==> config.mk <==
export PLATFORM = sky130hd
export DESIGN_NAME = crc16bc_core_flat
export DESIGN_NICKNAME = d
export VERILOG_FILES = /design/src/rtl/crc16bc_pkg.sv /design/src/rtl/crc16bc_if.sv /design/src/rtl/crc16bc_core.sv /design/src/flat_wrapper.sv
export SDC_FILE = /design/constraint.sdc
export NUM_CORES = 1
export LEC_CHECK = 0
export BUFFER_PORTS_ARGS = -buffer_cell sky130_fd_sc_hd__buf_4
export CAP_MARGIN = 20
export CORE_MARGIN = 2
export CORE_UTILIZATION = 45
export CTS_CLUSTER_SIZE = 12
export DETAILED_ROUTE_END_ITERATION = 8
export PLACE_DENSITY_LB_ADDON = 0.15
export RECOVER_POWER = 100
export SYNTH_ARGS = -nofsm -noshare
export SYNTH_HDL_FRONTEND = slang
export SYNTH_SLANG_ARGS = --single-unit
==> constraint.sdc <==
create_clock -name clk -period 3.3 [get_ports clk]
set_input_delay 0 -clock clk [delete_from_list [all_inputs] [get_ports clk]]
set_output_delay 0 -clock clk [all_outputs]
set_load 0.01 [all_outputs]
==> src/rtl/crc16bc_pkg.sv <==
// Shared types, constants and the CRC byte update for the CRC-16 block checker.
package crc16bc_pkg;

    localparam logic [15:0] CRC_POLY          = 16'h8005;
    localparam int          MIN_BLOCK_LEN_DEF = 4;
    localparam logic [7:0]  COUNT_MAX         = 8'hFF;

    typedef enum logic [2:0] {
        STATUS_OK        = 3'd0,
        STATUS_COUNT_BAD = 3'd1,
        STATUS_TOO_SHORT = 3'd2,
        STATUS_TOTAL_BAD = 3'd3,
        STATUS_CRC_BAD   = 3'd4
    } status_t;

    typedef struct packed {
        logic [7:0] data_byte;
        logic [7:0] expected_length;
        logic       last_byte;
    } in_item_t;

    typedef struct packed {
        status_t     status;
        logic [15:0] computed_crc;
        logic [7:0]  count_field;
    } out_item_t;

    function automatic logic [15:0] crc_feed(input logic [15:0] crc_in, input logic [7:0] b);
        logic [15:0] crc;
        logic        top;
        crc = crc_in;
        for (int i = 0; i < 8; i++)
        begin
            top = crc[15];
            crc = {crc[14:0], 1'b0};
            if (b[i] != top)
            begin
                crc = crc ^ CRC_POLY;
            end
        end
        return crc;
    endfunction

endpackage

==> src/rtl/crc16bc_if.sv <==


interface crc16bc_result_if;
    logic        valid;
    logic        ready;
    logic [2:0]  status;
    logic [15:0] computed_crc;
    logic [7:0]  count_field;

    modport source (output valid, output status, output computed_crc,
                    output count_field, input ready);
    modport sink (input valid, input status, input computed_crc,
                  input count_field, output ready);
endinterface

==> src/rtl/crc16bc_core.sv <==
// Block state, CRC update, status decision and result register.
module crc16bc_core #(
    parameter int MIN_BLOCK_LEN = crc16bc_pkg::MIN_BLOCK_LEN_DEF
) (
    input  logic                  clk,
    input  logic                  rst_n,
    input  logic                  item_valid,
    input  crc16bc_pkg::in_item_t item,
    output logic                  advance,
    crc16bc_result_if.source      result_ch
);
    import crc16bc_pkg::*;

    logic [15:0] crc_reg, crc_next;
    logic [15:0] tail_reg, tail_next;
    logic [7:0]  seen_reg, seen_next;
    logic [7:0]  first_reg, first_next;
    logic [7:0]  want_reg, want_next;
    logic        res_valid_reg, res_valid_next;
    out_item_t   res_reg;
    out_item_t   res_new;
    logic        out_free;
    logic        is_first;

    assign out_free = !res_valid_reg || result_ch.ready;
    assign advance  = item_valid && (!item.last_byte || out_free);
    assign is_first = (seen_reg == 8'd0);

    always_comb
    begin
        first_next = is_first ? item.data_byte : first_reg;
        want_next  = is_first ? item.expected_length : want_reg;
        crc_next   = (seen_reg >= 8'd2) ? crc_feed(crc_reg, tail_reg[15:8]) : crc_reg;
        tail_next  = {tail_reg[7:0], item.data_byte};
        seen_next  = (seen_reg == COUNT_MAX) ? seen_reg : seen_reg + 8'd1;
    end

    always_comb
    begin
        res_new.computed_crc = crc_next;
        res_new.count_field  = first_next;
        priority if (want_next != first_next)
        begin
            res_new.status = STATUS_COUNT_BAD;
        end
        else if (want_next < 8'(MIN_BLOCK_LEN))
        begin
            res_new.status = STATUS_TOO_SHORT;
        end
        else if (seen_next != want_next)
        begin
            res_new.status = STATUS_TOTAL_BAD;
        end
        else if (crc_next[7:0] != tail_next[15:8] || crc_next[15:8] != tail_next[7:0])
        begin
            res_new.status = STATUS_CRC_BAD;
        end
        else
        begin
            res_new.status = STATUS_OK;
        end
    end

    always_comb
    begin
        res_valid_next = res_valid_reg;
        if (advance && item.last_byte)
        begin
            res_valid_next = 1'b1;
        end
        else if (result_ch.ready)
        begin
            res_valid_next = 1'b0;
        end
    end

    always_ff @(posedge clk or negedge rst_n)
    begin
        if (!rst_n)
        begin
            crc_reg       <= '0;
            tail_reg      <= '0;
            seen_reg      <= '0;
            first_reg     <= '0;
            want_reg      <= '0;
            res_valid_reg <= 1'b0;
        end
        else
        begin
            res_valid_reg <= res_valid_next;
            if (advance)
            begin
                if (item.last_byte)
                begin
                    crc_reg   <= '0;
                    tail_reg  <= '0;
                    seen_reg  <= '0;
                    first_reg <= '0;
                    want_reg  <= '0;
                end
                else
                begin
                    crc_reg   <= crc_next;
                    tail_reg  <= tail_next;
                    seen_reg  <= seen_next;
                    first_reg <= first_next;
                    want_reg  <= want_next;
                end
            end
        end
    end

    always_ff @(posedge clk)
    begin
        if (advance && item.last_byte)
        begin
            res_reg <= res_new;
        end
    end

    assign result_ch.valid        = res_valid_reg;
    assign result_ch.status       = res_reg.status;
    assign result_ch.computed_crc = res_reg.computed_crc;
    assign result_ch.count_field  = res_reg.count_field;
endmodule

==> src/flat_wrapper.sv <==
// flat-port wrapper written by rule: the top's interface ports become plain ports
module crc16bc_core_flat import crc16bc_pkg::*;
#(
    parameter int MIN_BLOCK_LEN = crc16bc_pkg::MIN_BLOCK_LEN_DEF
)
  (clk, rst_n, item_valid, item, advance, result_ch_valid, result_ch_status, result_ch_computed_crc, result_ch_count_field, result_ch_ready);
  crc16bc_result_if result_ch_i ();
  input  logic clk;
  input  logic rst_n;
  input  logic item_valid;
  input  crc16bc_pkg::in_item_t item;
  output logic advance;
  output wire logic [$bits(result_ch_i.valid)-1:0] result_ch_valid;
  output wire logic [$bits(result_ch_i.status)-1:0] result_ch_status;
  output wire logic [$bits(result_ch_i.computed_crc)-1:0] result_ch_computed_crc;
  output wire logic [$bits(result_ch_i.count_field)-1:0] result_ch_count_field;
  input wire logic [$bits(result_ch_i.ready)-1:0] result_ch_ready;
  assign result_ch_valid = result_ch_i.valid;
  assign result_ch_status = result_ch_i.status;
  assign result_ch_computed_crc = result_ch_i.computed_crc;
  assign result_ch_count_field = result_ch_i.count_field;
  assign result_ch_i.ready = result_ch_ready;
  crc16bc_core #(.MIN_BLOCK_LEN(MIN_BLOCK_LEN)) u_core (.clk(clk), .rst_n(rst_n), .item_valid(item_valid), .item(item), .advance(advance), .result_ch(result_ch_i));
endmodule
* Word level (Yosys, flattened, before mapping) *
Cells that the tools add are included.

word-level totals
  word-level logic and storage cells = 66
  bits in registers = 84
  input port bits = 21

cells by class
  reductions and logical operators = 10
  order comparisons = 2
  mux-type cells = 22
  equality and inequality tests = 13
  add/sub/neg operators = 1
  bitwise gates (word level) = 8

operators by type and width
  kind                                                                    number
  16-bit 2-to-1 mux                                                       11
  8-bit 2-to-1 mux                                                        6
  8-bit != test                                                           4
  3-bit inverter                                                          8
  8-bit by 1-bit adder with 8-bit output (second input constant)          1
  8-bit == test (second input constant)                                   1
  8-bit by 2-bit >= comparator with 1-bit output (second input constant)  1
  8-bit zero test                                                         1
  8-bit by 3-bit < comparator with 1-bit output (second input constant)   1
  1-bit != test                                                           8
  2-bit 2-to-1 mux                                                        2
  1-bit logical OR                                                        3
  3-bit 2-to-1 mux                                                        1
  3-bit OR reduction                                                      1
  1-bit logical AND                                                       2
  1-bit zero test                                                         2
  1-bit 2-to-1 mux                                                        2
  2-bit nonzero test                                                      1

* Logic depth before layout (Yosys ltp) *
Gate-level depths: netlist (run 1).

  depth in word-level cells = 22
  mapped depth = 11
  gate-level depth less buffers = 9

* Worst setup path before layout (run 1) *
OpenSTA, ideal clock, no wires.

  kind = reg-to-reg
  start point = reg u_core.seen_reg[0]
  end point = reg u_core.res_reg, in the netlist u_core.result_ch.status[2], data pin
  data arrival time = 2367 ps
  cell stages (with the launch flop) = 11
  setup time = 261 ps
  buffers on the path = 1
  setup slack = 672 ps
  clock period less this slack = 2628 ps
  data required time = 3039 ps
  cells stage by stage = dfrtp_1 > inv_1 > ha_1 > nor4_1 > and2_1 > clkbuf_1 > mux2_2 > xnor2_1 > nand4_1 > nand3b_1 > o311a_1

on the way
  longest elaborated chain between the ends = 5

RTL lines
  what                                            line                 text
  start: declaration                              crc16bc_core.sv:16   logic [7:0] seen_reg, seen_next;
  start signal: assignment                        crc16bc_core.sv:105  seen_reg <= seen_next;
  8-bit by 2-bit >= comparator with 1-bit output  crc16bc_core.sv:33   crc_next = (seen_reg >= 8'd2) ? crc_feed(crc_reg, tail_reg[15:8]) : crc_reg;
  16-bit 2-to-1 mux                               crc16bc_core.sv:33
  net u_core.crc_next[14]                         crc16bc_core.sv:14   logic [15:0] crc_reg, crc_next;
  8-bit != test                                   crc16bc_core.sv:54   else if (crc_next[7:0] != tail_next[15:8] || crc_next[15:8] != tail_next[7:0])
  1-bit logical OR                                crc16bc_core.sv:54
  3-bit 2-to-1 mux                                crc16bc_core.sv:54
  end signal: assignment                          crc16bc_core.sv:117  res_reg <= res_new;
  end: declaration                                crc16bc_core.sv:20   out_item_t res_reg;

The timed path passes the listed nets, and every way through them passes these cells.
A chain may end at the register's enable or synchronous reset.

* Worst setup path after layout (run 1) *
  start point = reg u_core.seen_reg[0]
  end point = reg u_core.res_reg, in the netlist u_core.result_ch.status[2], data pin

on the way
  longest elaborated chain between the ends = 5

RTL lines
  what                                            line
  8-bit by 2-bit >= comparator with 1-bit output  crc16bc_core.sv:33
  16-bit 2-to-1 mux                               crc16bc_core.sv:33
  8-bit != test                                   crc16bc_core.sv:54
  1-bit logical OR                                crc16bc_core.sv:54
  3-bit 2-to-1 mux                                crc16bc_core.sv:54

Several ways; a longest one is shown, not always the timed one.

==> impl_metrics.env, run 1 <==
export IMPL_status="finished with violations"
export IMPL_violations="max-capacitance violations, max-slew violations"
export IMPL_regArea_um2=2240
export IMPL_first_pass_iters=5
export IMPL_grt_pass1_vias=3435
export IMPL_finish_instance_area_um2=5330
export IMPL_drt_iter0_drc=174
export IMPL_critical_path_max_fanout=18
export IMPL_grt_overflow=0
export IMPL_viasPerCell=5.48
export IMPL_rows=36
export IMPL_drive_gt1_frac=0.120
export IMPL_cts_resized=0
export IMPL_drc=0
export IMPL_tritoncts="done"
export IMPL_yosys_area_top_type="dfrtp_1"
export IMPL_slowest_delay_ns=0.45
export IMPL_post_route_period_util=0.906
export IMPL_numCtsBuffers=9
export IMPL_cts_buffer_depth=2
export IMPL_fillerInstances=905
export IMPL_power_density_nw_per_um2=681
export IMPL_routabilityCongestion=0.880
export IMPL_place_area_um2=5110
export IMPL_multi_input_area_um2=2210
export IMPL_root_buffer="clkbuf_8"
export IMPL_finalCriticalPeriod_ns=2.99
export IMPL_avgSynthCellArea_um2=10.6
export IMPL_final_common_cell="nand2_1"
export IMPL_clk_latency_ns=0.36
export IMPL_syn_inst=434
export IMPL_tightest_slew_ns=1.83
export IMPL_hold_class="input port to register"
export IMPL_mostFrequentLayoutCells="nand2_1 (71), dfrtp_1 (57), clkbuf_1 (31)"
export IMPL_power_mw=3.63
export IMPL_grt_max_degree=58
export IMPL_vias=3473
export IMPL_synth_edff_count=27
export IMPL_diodes=0
export IMPL_antenna_found_initial=0
export IMPL_netlist_area_leader_share=0.310
export IMPL_drv_slew=94
export IMPL_yosys_top_cells_area="dfrtp_1 (31%), edfxtp_1 (18%), nand2_1 (5.8%)"
export IMPL_rsz0062_at_grt="no"
export IMPL_coreArea_um2=9860
export IMPL_max_freq_ghz=0.334
export IMPL_yosysWarnings=0
export IMPL_syn_num_nets=458
export IMPL_drt_wirelength_per_cell_um=18.1
export IMPL_arrival_ns=3.10
export IMPL_worstSetupPathType="register to register"
export IMPL_max_cap_violations=2
export IMPL_grt_pass1_wl_mm=18.7
export IMPL_syn_area_um2=4610
export IMPL_initial_utilization=0.467
export IMPL_clk_pin_slew_ns=0.08
export IMPL_synth_flop_cell="dfrtp_1"
export IMPL_cp_cell_sequence="inv_1 -> ha_1 -> nor4_1 -> nand2_2 -> mux2i_1 -> nor2_1 -> a2111oi_2 -> nand3b_1 -> o311a_1"
export IMPL_pin_count=50
export IMPL_setup_viol=0
export IMPL_finalHoldViolCount=0
export IMPL_area_delta_synth_final_pct=15.6
export IMPL_fin_tns_setup_ns=0
export IMPL_cts_num_sinks=84
export IMPL_r2r_setup_slack_ns=0.31
export IMPL_dieWidth_um=105
export IMPL_dp_hpwl_mm=7.97
export IMPL_ys_types=64
export IMPL_wl_mm=11.4
export IMPL_async_flop_share=0.679
export IMPL_portBuffers=49
export IMPL_critPathRequiredTime_ns=3.41
export IMPL_cp_end_kind="register"
export IMPL_ys_ff_latch=84
export IMPL_relSlewSlack=-0.220
export IMPL_fp_dieH_um=105
export IMPL_drtAntennaViolNets=0
export IMPL_start_kind="register"
export IMPL_ir_drop_mv=0.279
export IMPL_p_leak_nw=2.36
export IMPL_grt_usage=0.220
export IMPL_yosysSeqAreaShare=0.485
export IMPL_finalClockSkew_ns=0.00819
export IMPL_cts_max_level=3
export IMPL_num_nets_final=520
export IMPL_die_area_um2=11100
export IMPL_slowest_stage="dfrtp_1"
export IMPL_post_route_util=0.540
==> where the power goes <==
part	internal [mW]	switching (mW)
clock network	0.344	0.366
registers	1.28	0.161
logic	0.668	0.807
==> layer usage <==
metal | vias to the layer above | track usage | part of all wire
li1 | 1644 | - | -
met3 | 14 | 0.0262 | 0.038
met4 | 0 | 0.0857 | 0.023
met2 | 84 | 0.327 | 0.46
met1 | 1731 | 0.326 | 0.48
met5 | - | 0 | 0
==> cell families (layout without fill, tap and decap cells) <==
family                     after synthesis  count (layout)  share of synthesized area
and+or+nand+nor                        153             153                      0.153
muxes                                   24              24                     0.0559
xor gates and xnor gates                56              56                      0.143
adders and majority gates                3               3                    0.00815
AOI/OAI and AO/OA                       78              78                      0.123
DFF                                     84              84                      0.485
buffers and inverters                   36             103                     0.0312
==> synth_stat cells, types with 4 or more instances <==
cell type	count
a22o_1	19
mux2i_1	19
clkbuf_1	17
inv_1	12
nand3_1	23
a21oi_1	10
nor2_1	27
nand2_1	71
nor3_1	11
buf_2	4
dfrtp_1	57
xnor2_1	21
mux2_2	4
edfxtp_1	27
xor2_1	23
o21ai_0	21
==> cell type report <==
class,instances,share of cell area
clock buffers,10,0.0240
clock inverters,6,0.0103
inverters,13,0.00916
multi-input cells,314,0.415
flip-flops and latches,84,0.420
well taps,133,0.0312
repair buffers,74,0.0902
==> worst max-delay path: cells and delay by family (launching register included) <==
| family | cells | cell delay [ns] |
|---|---|---|
| DFF | 1 | 0.45 |
| and+or+nand+nor | 4 | 0.87 |
| adders and majority gates | 1 | 0.22 |
| AOI/OAI and AO/OA | 2 | 0.71 |
| buffers and inverters | 1 | 0.12 |
| muxes | 1 | 0.38 |
==> path summary, 6_finish.rpt <==
check / endpoint / cells after the start / from
setup reg to reg: u_core.result_ch.status[2] / 9 / u_core.seen_reg[0]
hold reg to reg: u_core.want_reg[3] / 2 / u_core.want_reg[3]
min in group asynchronous: u_core.first_reg[4] / 2 / rst_n
hold / removal: u_core.result_ch.valid / 3 / result_ch_ready
setup / recovery: u_core.result_ch.status[2] / 9 / u_core.seen_reg[0]
max in group asynchronous: u_core.want_reg[3] / 2 / rst_n
==> stage by stage <==
step	setup slack, ns	hold WS [ns]	std cells
after floorplan	0.672	-0.296	434
after global placement	0.485	0.128	601
after detailed placement	0.409	0.128	601
after CTS	0.357	0.0121	634
after global routing	0.150	0.0230	634
final	0.310	0.0335	634
==> what timing repair did <==
item,CTS,global route
setup buffers,0,0
endpoints found under the hold margin,72,0
hold buffers,17,0
Note: power is estimated with default switching activity, not from simulation.
==> inputs of run 2 (changes only) <==
Settings changed: CORE_UTILIZATION 45 to 35.
==> run 2 against run 1 <==
The run still ends with max-capacitance violations, max-slew violations left; cell count increased by 6.0%; critical path depth stayed put; sequential cell count unchanged; sequential share of layout area down 1.4 points; maximum frequency is 0.23% lower; hold slack got worse by 0.0036 ns; first-iteration DRC count is 48% higher; sequential power about the same; non-clock buffer count shrank 1; via count fell by 0.40%; largest power group unchanged.
==> impl_metrics.env, run 2 (same netlist as run 1, synthesis figures left out) <==
export IMPL_cts_max_level=3
export IMPL_finalClockSkew_ns=0.00922
export IMPL_coreArea_um2=12700
export IMPL_rows=41
export IMPL_start_kind="register"
export IMPL_grt_pass1_vias=3462
export IMPL_fp_dieH_um=119
export IMPL_fin_tns_setup_ns=0
export IMPL_setup_viol=0
export IMPL_rsz0062_at_grt="no"
export IMPL_drt_iter0_drc=258
export IMPL_cp_end_kind="register"
export IMPL_status="finished with violations"
export IMPL_critical_path_max_fanout=20
export IMPL_grt_overflow=0
export IMPL_grt_pass1_wl_mm=19.8
export IMPL_cts_buffer_depth=2
export IMPL_slowest_delay_ns=0.44
export IMPL_grtUsageMet1=0.265
export IMPL_max_freq_ghz=0.334
export IMPL_arrival_ns=3.09
export IMPL_setup_ws_ns=0.303
export IMPL_power_mw=4.13
export IMPL_grt_max_degree=58
export IMPL_num_nets_final=519
export IMPL_grtUsageMet3=0.0319
export IMPL_tightest_slew_ns=1.54
export IMPL_max_cap_violations=1
export IMPL_cp_cell_sequence="inv_1 -> ha_1 -> nor4_1 -> nand2_1 -> buf_4 -> a21oi_1 -> xnor2_1 -> nand3b_1 -> o311a_1"
export IMPL_relSlewSlack=-0.0257
export IMPL_cpLargestDelayFamily="simple AND/OR/NAND/NOR gates"
export IMPL_vias=3459
export IMPL_post_route_period_util=0.908
export IMPL_critPathRequiredTime_ns=3.40
export IMPL_dieWidth_um=119
export IMPL_drv_slew=58
export IMPL_ir_drop_mv=0.288
export IMPL_portBuffers=49
export IMPL_met2_usage=0.281
export IMPL_hold_ws_ns=0.0299
export IMPL_cts_num_sinks=84
export IMPL_busiest_layer="met2"
export IMPL_path_buf_inv=2
export IMPL_diodes=0
export IMPL_post_route_util=0.433
export IMPL_drtAntennaViolNets=0
export IMPL_mostFrequentLayoutCells="nand2_1 (72), dfrtp_1 (57), clkbuf_1 (34)"
export IMPL_pre_cts_ws_ns=0.412
export IMPL_p_leak_nw=2.42
export IMPL_routabilityCongestion=0.884
export IMPL_viasPerCell=5.15
export IMPL_die_area_um2=14100
export IMPL_wl_mm=12.4
export IMPL_clk_latency_ns=0.35
export IMPL_root_buffer="clkbuf_16"
export IMPL_grt_usage=0.185
export IMPL_final_common_cell="nand2_1"
export IMPL_slowest_stage="dfrtp_1"
export IMPL_worstSetupPathType="register to register"
export IMPL_clk_pin_slew_ns=0.06
export IMPL_antenna_found_initial=0
export IMPL_first_pass_iters=5
export IMPL_finalCriticalPeriod_ns=3.00
export IMPL_pin_count=50
export IMPL_hold_class="input port to register"
export IMPL_drive_gt1_frac=0.114
export IMPL_cts_resized=0
export IMPL_dp_hpwl_mm=8.59
export IMPL_tritoncts="done"
export IMPL_drt_wirelength_per_cell_um=18.5
export IMPL_numCtsBuffers=9
export IMPL_drc=0
export IMPL_finalHoldViolCount=0
export IMPL_power_density_nw_per_um2=750
export IMPL_area_delta_synth_final_pct=19.4
export IMPL_violations="max-capacitance violations, max-slew violations"
export IMPL_initial_utilization=0.362
==> run 2: changes by cell type in the layout (fill, tap and decap cells not counted), sizes merged <==
| cell | change |
|---|---|
| clkbuf | +4 |
| clkinv | -3 |
| dlygate4sd3 | -3 |
| bufinv | +2 |
| buf | -1 |
==> run 2: report_power, final <==
group / total (mW) / switching [mW] / leakage, nW / internal [mW]
combinational: 1.51 / 0.838 / 1.23 / 0.674
clock: 1.17 / 0.411 / 0.167 / 0.757
sequential: 1.45 / 0.166 / 1.02 / 1.28
total: 4.13 / 1.42 / 2.42 / 2.71
==> run 2: final timing paths <==
path / from / end / slack (ns) / depth (start not counted)
max in group asynchronous: rst_n / u_core.first_reg[6] / 1.80 / 2
hold / removal: result_ch_ready / u_core.result_ch.valid / 0.03 / 3
setup reg to reg: u_core.seen_reg[0] / u_core.result_ch.status[2] / 0.30 / 9
setup / recovery: u_core.seen_reg[0] / u_core.result_ch.status[2] / 0.30 / 9
hold reg to reg: u_core.first_reg[5] / u_core.first_reg[5] / 0.49 / 2
min in group asynchronous: rst_n / u_core.crc_reg[3] / 0.58 / 2
==> run 2: layout make-up <==
type / instances / area [um2]
clock buffer: 11 / 243
sequential: 84 / 2240
clock inverter: 5 / 98.8
fill: 1258 / 7220
multi-input combinational: 314 / 2210
inverter: 13 / 48.8
timing repair buffer: 73 / 454
tap: 172 / 215
==> run 2: repair_timing <==
action                                  in CTS  in global routing
endpoints found under the setup margin       0                  0
hold buffers                                14                  0
buffers inserted                             0                  0
endpoints found under the hold margin       71                  0
==> run 2: metal layers <==
layer | wire length [um] | vias to the layer above | part of all wire
met3 | 462 | 13 | 0.037
li1 | - | 1658 | -
met2 | 5640 | 79 | 0.45
met1 | 6120 | 1709 | 0.49
met4 | 201 | 0 | 0.016
met5 | 0 | - | 0
==> run 2: worst min-delay path, stage by stage <==
cell and delay, ns:
buf_4 0.11, nor2b_1 0.12, or2_2 0.12
==> run 2: per-stage QoR <==
step / instance area [um2] / std cells
2_1_floorplan: 4610 / 434
3_3_place_gp: 5170 / 642
3_5_place_dp: 5170 / 642
4_1_cts: 5660 / 672
5_1_grt: 5500 / 672
6_report: 5500 / 672
